**config.mk**
```make
export PLATFORM = sky130hd
export DESIGN_NAME = lc3_regfile
export DESIGN_NICKNAME = d
export VERILOG_FILES = /design/src/hw/rtl/lc3_instruction_core_defines.svh /design/src/hw/rtl/lc3_regfile.sv
export SDC_FILE = /design/constraint.sdc
export NUM_CORES = 1
export LEC_CHECK = 0
export ABC_CLOCK_PERIOD_IN_PS = 1200
export BUFFER_PORTS_ARGS = -buffer_cell sky130_fd_sc_hd__buf_2
export CORE_UTILIZATION = 31
export CTS_CLUSTER_SIZE = 8
export DETAILED_ROUTE_END_ITERATION = 16
export MAX_ROUTING_LAYER = met4
export SLEW_MARGIN = 20
export SYNTH_ARGS = -nofsm -noshare
export SYNTH_HDL_FRONTEND = slang
export SYNTH_SLANG_ARGS = --single-unit
export TNS_END_PERCENT = 5
```
**constraint.sdc**
```tcl
create_clock -name clk -period 1.2 [get_ports clk]
set_clock_uncertainty 0.05 [all_clocks]
set_input_delay 0.12 -clock clk [delete_from_list [all_inputs] [get_ports clk]]
set_output_delay 0.12 -clock clk [all_outputs]
set_load 0.02 [all_outputs]
```
**src/hw/rtl/lc3_instruction_core_defines.svh**
```systemverilog
// Assertion macros shared by the LC-3 core RTL.
`ifndef LC3_INSTRUCTION_CORE_DEFINES_SVH
`define LC3_INSTRUCTION_CORE_DEFINES_SVH
`ifndef SYNTHESIS
`define LC3_ASSERT(label, prop, msg) \
	label: assert property (@(posedge clk) disable iff (!arst_n) prop) else $error(msg);
`define LC3_ASSERT_NEXT(label, pre, post, msg) \
	label: assert property (@(posedge clk) disable iff (!arst_n) (pre) |=> (post)) else $error(msg);
`else
`define LC3_ASSERT(label, prop, msg)
`define LC3_ASSERT_NEXT(label, pre, post, msg)
`endif
`endif

```
**src/hw/rtl/lc3_regfile.sv**
```systemverilog
// ----------------------------------------------------------------------------
// lc3_regfile
// Eight general registers, two combinational read ports, one write port.
// ----------------------------------------------------------------------------
module lc3_regfile (
	input  logic        clk,
	input  logic        arst_n,
	input  logic        we,
	input  logic [2:0]  waddr,
	input  logic [15:0] wdata,
	input  logic [2:0]  raddr_a,
	input  logic [2:0]  raddr_b,
	output logic [15:0] rdata_a,
	output logic [15:0] rdata_b
);
	logic [15:0] regs_q [8];

	// update one register
	always_ff @(posedge clk or negedge arst_n) begin
		if (!arst_n) begin
			for (int i = 0; i < 8; i++) regs_q[i] <= '0;
		end else if (we) begin
			regs_q[waddr] <= wdata;
		end
	end

	assign rdata_a = regs_q[raddr_a];
	assign rdata_b = regs_q[raddr_b];
endmodule

```
======== Word-level counts from Yosys, hierarchy flattened ========
Index checks and enable logic that the tools add are counted.
word-level totals
  register bits ........................... 128
  latch bits .............................. 0
  RAM bits ................................ 0
  memory bits (read-only) ................. 0
  input bits .............................. 28
  output and inout port bits .............. 32
  logic and storage cells ................. 25
  memories ................................ 0
cells by class
  add/subtract/negate cells ............... 0
  $mul .................................... 0
  div/mod/pow operators ................... 0
  order comparisons ....................... 4
  equal/unequal tests ..................... 0
  shift-type cells ........................ 0
  multiplexer cells ....................... 9
  bitwise operators ....................... 3
  reduce and logical (&&, ||, !) cells .... 1
operators by type and width
  operator                                                                       number
  128-bit bitwise mux                                                            1
  16-bit binary-select mux with 3-bit select                                     2
  16-bit 2-to-1 mux                                                              5
  16-bit demux with 3-bit select                                                 1
  4-bit >= comparator (second input constant)                                    3
  3-bit NOT with 4-bit output                                                    3
  4-bit by 1-bit less-than comparator with 1-bit output (second input constant)  1
  1-bit logical AND                                                              1

======== Logic depth before layout (Yosys ltp) ========
Gate-level depths: netlist (run 1).
  depth after elaboration ................. 6
  depth in mapped cells ................... 5
  depth with buffers taken out ............ 2

======== Worst setup path after synthesis (run 1) ========
OpenSTA, ideal clock, no wires.
  path kind ............................... input to register
  start ................................... in waddr[1]
  end ..................................... reg regs_q[112] (netlist bit)
  library setup time ...................... 0.125 ns
  arrival time ............................ 1.223 ns
  data required time ...................... 1.025 ns
  slack ................................... -0.198 ns
  stages .................................. 4
  buffers on the path ..................... 2
  cell sequence ........................... buf_4 nor4b_4 buf_6 mux2_2
on the way
  word-level cells in the longest chain between the ends .. 6
  elaborated cells between the ends (all ways) .. 7
  those cells by class .................... 2 x order compare; 3 x mux; 1 x bitwise; 1 x reduce/logical
RTL lines
  item                                                                                                                       RTL line           text
  from (decl)                                                                                                                lc3_regfile.sv:9   input logic [2:0] waddr,
  3-bit NOT with 4-bit output (implied by the code) (*)                                                                      lc3_regfile.sv:23  regs_q[waddr] <= wdata;
  4-bit >= comparator (implied by the code) / 4-bit by 1-bit less-than comparator with 1-bit output (equally long branches)  lc3_regfile.sv:23
  1-bit logical AND (implied by the code)                                                                                    lc3_regfile.sv:23
  16-bit 2-to-1 mux (implied by the code)                                                                                    lc3_regfile.sv:23
  16-bit demux with 3-bit select (*)                                                                                         lc3_regfile.sv:23
  128-bit bitwise mux (*)                                                                                                    lc3_regfile.sv:23
  to (signal, indexed assignment)                                                                                            lc3_regfile.sv:23
  to (decl)                                                                                                                  lc3_regfile.sv:16  logic [15:0] regs_q [8];
Every way passes the cells marked *; elsewhere a longest branch is shown, timed or not.
A chain may end at the register's enable or synchronous reset.

======== Final worst setup path (run 1) ========
  start ................................... reg regs_q[41] (netlist bit)
  end ..................................... out rdata_a[9]
on the way
  word-level cells in the longest chain between the ends .. 3
RTL lines
  item                                                   RTL line           text
  16-bit binary-select mux with 3-bit select             lc3_regfile.sv:27  assign rdata_a = regs_q[raddr_a];
  16-bit 2-to-1 mux (implied by the code) (2 in series)  lc3_regfile.sv:27
  to (decl)                                              lc3_regfile.sv:13  output logic [15:0] rdata_a,
No other way between the ends. The select of a mux whose other input is x is not followed.

==> metrics.md, run 1 <==
| Metric | Value |
|---|---|
| Mapped Area | `approximately 0.007 mm2` |
| RSZ-0062 raised after global routing | `true` |
| CTS tree | `built` |
| DRT antenna net count | `0` |
| Hold_ws | `approximately 0.026 ns` |
| CTS Root Cell | `clkbuf_16` |
| Port bufs | `a little under 60` |
| Synthesized netlist cell count | `between 300 and 400` |
| Worst-Skew Late Latency | `between 0.4 and 0.5 ns` |
| Synthesized flop and latch total | `128` |
| Cell Pwr Density | `approximately 1800 mW/mm2` |
| Final worst setup slack | `-0.707 ns` |
| Status | `complete, but fails checks` |
| R2R Setup Slk | `about 0.27 ns` |
| Io pins | `60` |
| Routed wire per std cell | `about 21 um` |
| GRT Total Usage | `0.163` |
| Largest net degree at the start of global routing | `between 40 and 50` |
| Launch point of the worst path | `regs_q[41]` |
| Setup TNS | `-21.47 ns` |
| Worst path required time | `1.03 ns` |
| Syn Nets | `421` |
| TritonCTS Buffers | `17` |
| Initial antenna violation count | `1` |
| DIE AREA | `roughly 0.023 mm2` |
| Worst setup path class | `register to primary output` |
| CP Max Fanout | `3` |
| Fin. Hold Viols | `0` |
| Final Slew Violations | `0` |
| CTS max path bufs | `2` |
| Max-slew headroom | `0.741` |
| H-Tree Depth | `4` |
| Filler cells | `around 2000` |
| Startpoint of the worst hold path | `wdata[6]` |
| Highest-count cells in the layout ignoring fill and taps | `130 x mux2_2, 128 x dfrtp_1, 61 x mux4_2` |
| Final Non-Filler Cells | `~790` |
| Share of post-route cells with drive strength above 1 | `0.708` |
| Period utilization | `1.59` |
| Placed cells | `741` |
| Vias in the first global route | `4656` |
| Hold Crit Depth | `2` |
| Post-layout power | `approximately 16 mW` |
| Seq/Total Area, Yosys | `0.458` |
| Failing checks | `design-rule violations, negative setup slack` |
| Yosys cell types | `15` |
| HPWL after DPL | `roughly 11000 um` |
| Nets | `525` |
| Synth warn | `0` |
| Peak supply drop | `852 uV` |
| Finished Core Util | `0.405` |
| Gpl congestion | `roughly 0.78` |
| Type of origin of the critical path | `register` |
| Remaining DRCs | `4` |
| Row cnt | `54` |
| Hold Path Class | `input port to register` |
| Avg Synthesized Cell Area | `roughly 18 um2` |
| Pre-Repair DR Iteration Count | `10` |
| Vias per cell | `5.18` |
| Final setup viols | `32` |
| CTS Sinks | `about 130` |
| Via count | `around 4100` |
| Largest regs | `regs_q x128` |
| Most common cell after layout, fill and taps aside | `mux2_2` |
| Area delta synth->final | `26.9%` |
| Initial Utilization | `0.319` |
| Worst r2r path cells | `2` |
| Tmin final | `1.91 ns` |
| DIE HEIGHT | `152 um` |
| Iter 0 DRT Violations | `184` |
| Core Region | `roughly 0.022 mm2` |
| Max-cap check violation count | `0` |
| Lkg Pwr | `3.77 nW` |
| Kind of end point of the critical path | `primary output` |
| First-pass GRT wire length | `27300 um` |
| Measured slew at the worst slew-check pin | `about 0.39 ns` |
| Die Span X | `around 150 um` |
| R2r startpoint | `regs_q[45]` |
| Routed wire length | `around 17000 um` |
| Maximum clock rate | `524 MHz` |
| Worst path arrival time | `~1.7 ns` |
| Max reg flops | `128` |
| Top reg by flops | `regs_q` |
| Clock Pin Slew Worst Setup and Hold Paths | `about 0.05 ns` |
| GRT overflow | `0` |
-- worst max-delay path: stages (launching register included) --
cell	delay (ns)
dfrtp_1	0.39
mux4_2	0.51
mux2_4	0.29
buf_6	0.13
-- synthesized netlist by cell type --
cell,n,share of area
clkbuf_2,2,0.0014
buf_1,5,0.0027
nor4b_4,1,0.0034
mux4_1,56,0.21
dfrtp_1,128,0.46
buf_2,8,0.0057
mux4_2,8,0.026
nor4bb_1,2,0.0029
and4bb_2,1,0.0018
mux2_2,160,0.26
buf_4,5,0.0054
buf_6,10,0.016
clkbuf_1,3,0.0016
nand4_2,1,0.0018
nand4b_2,3,0.0064
-- final cells by class --
| type | count | area [um2] | area share |
|---|---|---|---|
| antenna | 1 | 2.50 | 0.000282 |
| clock buffer | 22 | 474 | 0.0534 |
| clock inverter | 10 | 158 | 0.0177 |
| multi-input combinational | 232 | 3510 | 0.395 |
| sequential | 128 | 3200 | 0.360 |
| tap | 280 | 350 | 0.0394 |
| timing repair buffer | 118 | 1190 | 0.134 |
-- path summary, 6_finish.rpt --
path | to
min in group asynchronous | regs_q[19]
hold / removal | regs_q[102]
max in group asynchronous | regs_q[44]
setup / recovery | rdata_a[9]
hold reg to reg | regs_q[78]
setup reg to reg | regs_q[45]
-- per-stage QoR --
stage | area (um2) | worst slack, ns
finish | 8890 | -0.707
floorplan | 7010 | -0.179
global placement | 7970 | -0.470
detailed placement | 7970 | -0.491
CTS | 8860 | -0.719
global route | 8890 | -0.751
-- per-layer routing --
| layer | part of all wire | vias up | track usage |
|---|---|---|---|
| met1 | 0.43 | 2231 | 0.191 |
| met4 | 0.019 | 0 | 0.0603 |
| met2 | 0.53 | 74 | 0.276 |
| met3 | 0.024 | 24 | 0.0310 |
| li1 | - | 1769 | - |
| met5 | 0 | - | - |
-- timing repair --
action / 4_1_cts / 5_1_grt
endpoints found under the hold margin: 239 / 0
gates resized for setup: 59 / 20
hold buffers: 16 / 0
setup buffers: 1 / 0
endpoints found under the setup margin: 32 / 32
-- cells by family (layout without fill, tap and decap cells) --
family,after synthesis,in the layout,synth area share
multiplexers,224,224,0.493
buffers and inverters,33,150,0.0329
other,0,1,0
flip-flops,128,128,0.458
AND/OR/NAND/NOR,8,8,0.0163
-- power by group --
part	switching [mW]	leakage, nW	total (mW)	internal (mW)
sequential	0.694	1.54	5.98	5.28
combinational	1.59	1.93	4.34	2.75
clock	1.85	0.302	5.48	3.63
total	4.13	3.77	15.8	11.7
(Power assumes the default switching activity.)
==> run 2, diff against run 1 <==
--- a/config.mk
+++ b/config.mk
@@ -5,7 +5,7 @@
 export SDC_FILE = /design/constraint.sdc
 export NUM_CORES = 1
 export LEC_CHECK = 0
-export ABC_CLOCK_PERIOD_IN_PS = 1200
+export ABC_CLOCK_PERIOD_IN_PS = 1800
 export BUFFER_PORTS_ARGS = -buffer_cell sky130_fd_sc_hd__buf_2
 export CORE_UTILIZATION = 31
 export CTS_CLUSTER_SIZE = 8
==> constraint.sdc (replaced) <==
create_clock -name clk -period 1.8 [get_ports clk]
set_clock_uncertainty 0.05 [all_clocks]
set_input_delay 0.18 -clock clk [delete_from_list [all_inputs] [get_ports clk]]
set_output_delay 0.18 -clock clk [all_outputs]
set_load 0.02 [all_outputs]
==> run 2 against run 1 <==
The run still ends with design-rule violations, negative setup slack left. Register-to-register slack better by 0.57 ns. Non-clock buffer count is 27 lower. Via count is 0.85% lower. First-iteration DRC count fell by 18%. Utilization fell by 1.1 points. Power is 34% lower. Global-route usage down 0.30 points. Largest power group unchanged. Highest routed layer unchanged.
==> metrics.md, run 2 (synthesized netlist as in run 1, its figures left out) <==
| Metric | Value |
|---|---|
| Status | `complete, but fails checks` |
| Failing checks | `design-rule violations, negative setup slack` |
| Worst-Skew Late Latency | `0.41 ns (about the same)` |
| First-pass GRT wire length | `26800 um (-1.6%)` |
| Cell Pwr Density | `1200 mW/mm2 (-32%)` |
| Worst r2r path cells | `2 (unchanged)` |
| Max-cap check violation count | `0 (unchanged)` |
| HPWL after DPL | `10200 um (-9.5%)` |
| Routed wire length | `16900 um (-0.54%)` |
| Type of origin of the critical path | `register` |
| Via count | `4063 (-0.85%)` |
| Hold Path Class | `input port to register` |
| Final Non-Filler Cells | `763 (-3.5%)` |
| TritonCTS Buffers | `17 (unchanged)` |
| Maximum clock rate | `about 500 MHz` |
| H-Tree Depth | `4 (unchanged)` |
| Remaining DRCs | `5 (+1)` |
| Power share of the sequential group | `0.385 (+0.007)` |
| CP Max Fanout | `3 (unchanged)` |
| Hold Crit Endpoint | `regs_q[5]` |
| Tmin final | `1.95 ns` |
| Hold_ws | `0.0508 ns (+0.0249 ns)` |
| Final Slew Violations | `0 (unchanged)` |
| Nets | `498 (-5.1%)` |
| Max-slew headroom | `0.692 (-0.0496)` |
| Max reg flops | `128 (unchanged)` |
| Setup TNS | `-4.12 ns (+17.35 ns)` |
| Hold Crit Depth | `2 (unchanged)` |
| Startpoint of the worst hold path | `wdata[5]` |
| Vias in the first global route | `4524 (-2.8%)` |
| Worst r2r dst | `regs_q[93]` |
| Power share of the clock group | `0.332 (-0.015)` |
| Core Region | `0.0220 mm2 (unchanged)` |
| Ant. Diodes | `0 (-1)` |
| Measured slew at the worst slew-check pin | `0.463 ns (+0.0744 ns)` |
| Row cnt | `54 (unchanged)` |
| RSZ-0062 raised after global routing | `true` |
| Clock Pin Slew Worst Setup and Hold Paths | `0.06 ns (about the same)` |
| Share of post-route cells with drive strength above 1 | `0.725 (+0.0168)` |
| Fin. Hold Viols | `0 (unchanged)` |
| Final setup viols | `32 (unchanged)` |
| R2R Setup Slk | `0.84 ns (+0.57 ns)` |
| P_sw | `2.77 mW (-33%)` |
| CTS tree | `built` |
| Placed cells | `721 (-2.7%)` |
| Peak supply drop | `697 uV (-18%)` |
| Final instance area | `0.00865 mm2 (-2.6%)` |
| Worst path required time | `1.57 ns (+0.54 ns)` |
| Die Span X | `152 um (unchanged)` |
| DIE AREA | `0.0232 mm2 (unchanged)` |
| Post-layout power | `10.4 mW (-34%)` |
| CTS max path bufs | `2 (unchanged)` |
| Most common cell after layout, fill and taps aside | `mux2_2` |
| DIE HEIGHT | `152 um (unchanged)` |
| Kind of end point of the critical path | `primary output` |
| Initial antenna violation count | `0 (-1)` |
| Final worst setup slack | `-0.147 ns (+0.561 ns)` |
| CTS Root Cell | `clkbuf_16` |
| Largest regs | `regs_q x128` |
| Port bufs | `59 (unchanged)` |
| Top reg by flops | `regs_q` |
| Gpl congestion | `0.724 (-7.1%)` |
| Worst path arrival time | `1.72 ns (-0.02 ns)` |
| GRT overflow | `0 (unchanged)` |
| Largest net degree at the start of global routing | `37 (-12%)` |
| Io pins | `60 (unchanged)` |
| R2r startpoint | `regs_q[93]` |
| Vias per cell | `5.33 (+2.8%)` |
| Area delta synth->final | `23.6%` |
| Worst setup path class | `register to primary output` |
| Pre-Repair DR Iteration Count | `10 (unchanged)` |
| DRT antenna net count | `0 (unchanged)` |
| Iter 0 DRT Violations | `150 (-18%)` |
| Period utilization | `1.08` |
| Highest-count cells in the layout ignoring fill and taps | `130 x mux2_2, 128 x dfrtp_1, 61 x mux4_2` |
| Instance area at placement | `0.00786 mm2 (-1.3%)` |
| CTS Sinks | `128 (unchanged)` |
| Internal | `7.62 mW (-35%)` |
| Lkg Pwr | `3.66 nW (-2.9%)` |
| Routed wire per std cell | `22.1 um (+3.1%)` |
| Initial Utilization | `0.319 (unchanged)` |
| Setup Slack @ Placement | `-0.0715 ns (+0.420 ns)` |
| Finished Core Util | `0.394 (-0.0107)` |
| Switching share of total power | `0.266 (+0.00493)` |
| Combinational share of power | `0.283 (+0.008)` |
| GRT Total Usage | `0.160 (-0.00305)` |
-- run 2: what timing repair did --
action / CTS / global route
buffers inserted: 9 / 0
gates cloned: 0 / 0
pin swaps: 0 / 0
resized for setup: 137 / 10
hold endpoints to repair: 25 / 0
hold buffers: 1 / 0
setup endpoints to repair: 32 / 32
-- run 2: layout make-up --
cell class / instances / area (um2)
tap: 280 / 350
clock buffer: 20 / 457
clock inverter: 12 / 140
sequential: 128 / 3200
timing repair buffer: 91 / 991
fill: 1956 / 13300
multi-input combinational: 232 / 3510
-- run 2: worst max-delay path by stage --
| stage | slack [ns] | cells after the start | endpoint | startpoint |
|---|---|---|---|---|
| after floorplan | 0.29 | 4 | rdata_a[2] | raddr_a[0] |
| after global placement | -0.06 | 5 | rdata_b[0] | raddr_b[0] |
| after detailed placement | -0.07 | 5 | rdata_b[0] | raddr_b[0] |
| after CTS | -0.17 | 3 | rdata_b[0] | regs_q[112] |
| after global routing | -0.20 | 3 | rdata_b[0] | regs_q[48] |
| final | -0.15 | 3 | rdata_a[13] | regs_q[45] |
-- run 2: per-layer routing --
metal / part of all wire / vias to the layer above / GRT usage / wire length (um)
met1: 0.43 / 2223 / 0.198 / 7280
met5: 0 / - / - / 0
met4: 0.019 / 0 / 0.0661 / 325
met2: 0.51 / 106 / 0.258 / 8590
li1: - / 1711 / - / -
met3: 0.040 / 23 / 0.0282 / 681
-- run 2: power groups by stage --
stage	Clock [mW]	Combinational, mW	Sequential [mW]
after floorplan	0	1.79	3.82
after global placement	0	2.37	3.91
after detailed placement	0	2.43	3.98
after CTS	3.53	2.96	3.97
after global routing	3.65	3.13	4.08
final	3.45	2.94	4.00
-- run 2: worst max-delay path, cell delays in order, from the launching register on --
cell	delay [ns]
dfrtp_1	0.40
mux4_2	0.46
mux2_4	0.31
buf_6	0.14
==> run 3, diff against run 2 <==
--- a/config.mk
+++ b/config.mk
@@ -10,7 +10,7 @@
 export CORE_UTILIZATION = 31
 export CTS_CLUSTER_SIZE = 8
 export DETAILED_ROUTE_END_ITERATION = 16
-export MAX_ROUTING_LAYER = met4
+export SETUP_SLACK_MARGIN = 0.02
 export SLEW_MARGIN = 20
 export SYNTH_ARGS = -nofsm -noshare
 export SYNTH_HDL_FRONTEND = slang
==> run 3 against run 2 <==
The run still ends with design-rule violations, negative setup slack left. Power barely moved. Global-route usage fell by 0.47 points. Sequential share of layout area did not move. Count of clock-buffer cells in the layout did not move. Critical path depth did not move. Setup slack improved by 0.00090 ns. Clock power barely moved. Die area did not move. Final cell count did not move. Critical endpoint unchanged. Maximum frequency barely moved. Largest power group unchanged. Combinational power barely moved. Largest cell class unchanged.
==> metrics.md, run 3 (synthesized netlist as in run 1, its figures left out) <==
| Metric | Value |
|---|---|
| Routed wire per std cell | `22.1 um (about the same)` |
| Initial antenna violation count | `0 (unchanged)` |
| Top reg by flops | `regs_q` |
| Fin. Hold Viols | `0 (unchanged)` |
| Port bufs | `59 (unchanged)` |
| CTS Sinks | `128 (unchanged)` |
| Buf/Inv on CP | `1 (unchanged)` |
| Final setup viols | `32 (unchanged)` |
| Final worst setup slack | `-0.146 ns (+0.000902 ns)` |
| Remaining DRCs | `5 (unchanged)` |
| R2r startpoint | `regs_q[93]` |
| Measured slew at the worst slew-check pin | `0.461 ns (-0.00148 ns)` |
| Max reg flops | `128 (unchanged)` |
| CP max stage delay | `0.46 ns (about the same)` |
| Lkg Pwr | `3.66 nW (unchanged)` |
| Type of origin of the critical path | `register` |
| Area delta synth->final | `23.6% (unchanged)` |
| Status | `complete, but fails checks` |
| CTS tree | `built` |
| Worst path arrival time | `1.72 ns (about the same)` |
| Crit-path leading delay family | `multiplexers` |
| Kind of end point of the critical path | `primary output` |
| TritonCTS Buffers | `17 (unchanged)` |
| Clock Pin Slew Worst Setup and Hold Paths | `0.06 ns (about the same)` |
| H-Tree Depth | `4 (unchanged)` |
| Tmin final | `1.95 ns (-0.000902 ns)` |
| DIE HEIGHT | `152 um (unchanged)` |
| Vias per cell | `5.32 (about the same)` |
| Filler cells | `1956 (unchanged)` |
| Gpl congestion | `0.715 (-1.1%)` |
| Worst path cell trace | `mux4_2, mux2_4, buf_6` |
| Finished Core Util | `0.394 (unchanged)` |
| Final instance area | `0.00865 mm2 (unchanged)` |
| Max-slew headroom | `0.693 (+0.000987)` |
| Ant. Diodes | `0 (unchanged)` |
| Highest-count cells in the layout ignoring fill and taps | `130 x mux2_2, 128 x dfrtp_1, 61 x mux4_2` |
| DRT antenna net count | `0 (unchanged)` |
| Startpoint of the worst hold path | `wdata[5]` |
| Vias in the first global route | `4518 (-0.13%)` |
| Initial Utilization | `0.319 (unchanged)` |
| DIE AREA | `0.0232 mm2 (unchanged)` |
| Largest net degree at the start of global routing | `37 (unchanged)` |
| Worst setup path class | `register to primary output` |
| RSZ-0062 raised after global routing | `true` |
| Routed wire length | `16900 um (about the same)` |
| Iter 0 DRT Violations | `174 (+16%)` |
| Failing checks | `design-rule violations, negative setup slack` |
| First-pass GRT wire length | `26900 um (+0.26%)` |
| CTS max path bufs | `2 (unchanged)` |
| Instance area at placement | `0.00786 mm2 (unchanged)` |
| Period utilization | `1.08 (about the same)` |
| Most common cell after layout, fill and taps aside | `mux2_2` |
| Final Slew Violations | `0 (unchanged)` |
| Multi-input logic area | `0.00351 mm2 (unchanged)` |
| Worst path required time | `1.57 ns (about the same)` |
| Max-cap check violation count | `0 (unchanged)` |
| CTS Root Cell | `clkbuf_16` |
| CP Max Fanout | `3 (unchanged)` |
| Io pins | `60 (unchanged)` |
| Via count | `4062 (-0.025%)` |
| Worst-Skew Late Latency | `0.41 ns (about the same)` |
| GRT Total Usage | `0.155 (-0.00469)` |
| Peak supply drop | `697 uV (about the same)` |
| Placed cells | `721 (unchanged)` |
| Register Area | `0.00320 mm2 (unchanged)` |
| Cell Pwr Density | `1200 mW/mm2 (about the same)` |
| Die Span X | `152 um (unchanged)` |
| Maximum clock rate | `514 MHz (about the same)` |
| Nets | `498 (unchanged)` |
| HPWL after DPL | `10200 um (unchanged)` |
| Share of post-route cells with drive strength above 1 | `0.725 (unchanged)` |
| Largest regs | `regs_q x128` |
| Slowest CP cell | `mux4_2` |
| Hold Path Class | `input port to register` |
| Pre-Repair DR Iteration Count | `10 (unchanged)` |
| Core Region | `0.0220 mm2 (unchanged)` |
| Row cnt | `54 (unchanged)` |
| Launch point of the worst path | `regs_q[45]` |
| GRT overflow | `0 (unchanged)` |
| Final Non-Filler Cells | `763 (unchanged)` |
run 3: cell counts in the layout (fill, tap and decap cells not counted):
Identical to the previous run, type by type.
run 3: power by group:
group	internal (mW)	switching (mW)
registers	3.52	0.477
clock network	2.23	1.21
logic	1.87	1.07
total	7.62	2.76
run 3: worst paths after layout:
path                          endpoint  slack, ns  cells past startpoint
min in group asynchronous   regs_q[34]       0.21                      2
min                          regs_q[5]       0.05                      2
max                        rdata_a[13]      -0.15                      3
min reg2reg                 regs_q[70]       0.47                      1
max in group asynchronous  regs_q[116]       0.90                      3
max reg2reg                 regs_q[93]       0.84                      2
run 3: layout make-up:
class	instances	area share
flip-flops and latches	128	0.370
multi-input cells	232	0.406
well taps	280	0.0405
repair buffers	91	0.115
clock buffers	20	0.0528
clock inverters	12	0.0162
run 3: routing by layer:
metal / track usage / wire length [um] / vias to the layer above
li1: - / - / 1716
met4: 0.0661 / 320 / 0
met5: 0 / 0 / -
met3: 0.0301 / 592 / 24
met1: 0.198 / 7310 / 2226
met2: 0.257 / 8640 / 96
run 3: stage by stage:
step	setup TNS [ns]	total power, mW	hold WS, ns	worst slack (ns)
after floorplan	0	5.61	-0.166	0.288
after global placement	-0.353	6.28	0.107	-0.0561
after detailed placement	-0.538	6.41	0.119	-0.0715
after CTS	-4.75	10.5	0.0381	-0.166
after global routing	-5.65	10.9	0.0484	-0.204
final	-4.10	10.4	0.0519	-0.146
run 3: worst register-to-register path, cell delays in order (launching register included):
cell	delay (ns)
dfrtp_1	0.40
buf_4	0.14
mux2_2	0.26
run 3: repair_timing:
action / 4_1_cts / 5_1_grt
endpoints found under the setup margin: 32 / 32
hold buffers: 1 / 0
setup buffers: 9 / 0
endpoints found under the hold margin: 25 / 0
gates resized for setup: 137 / 10
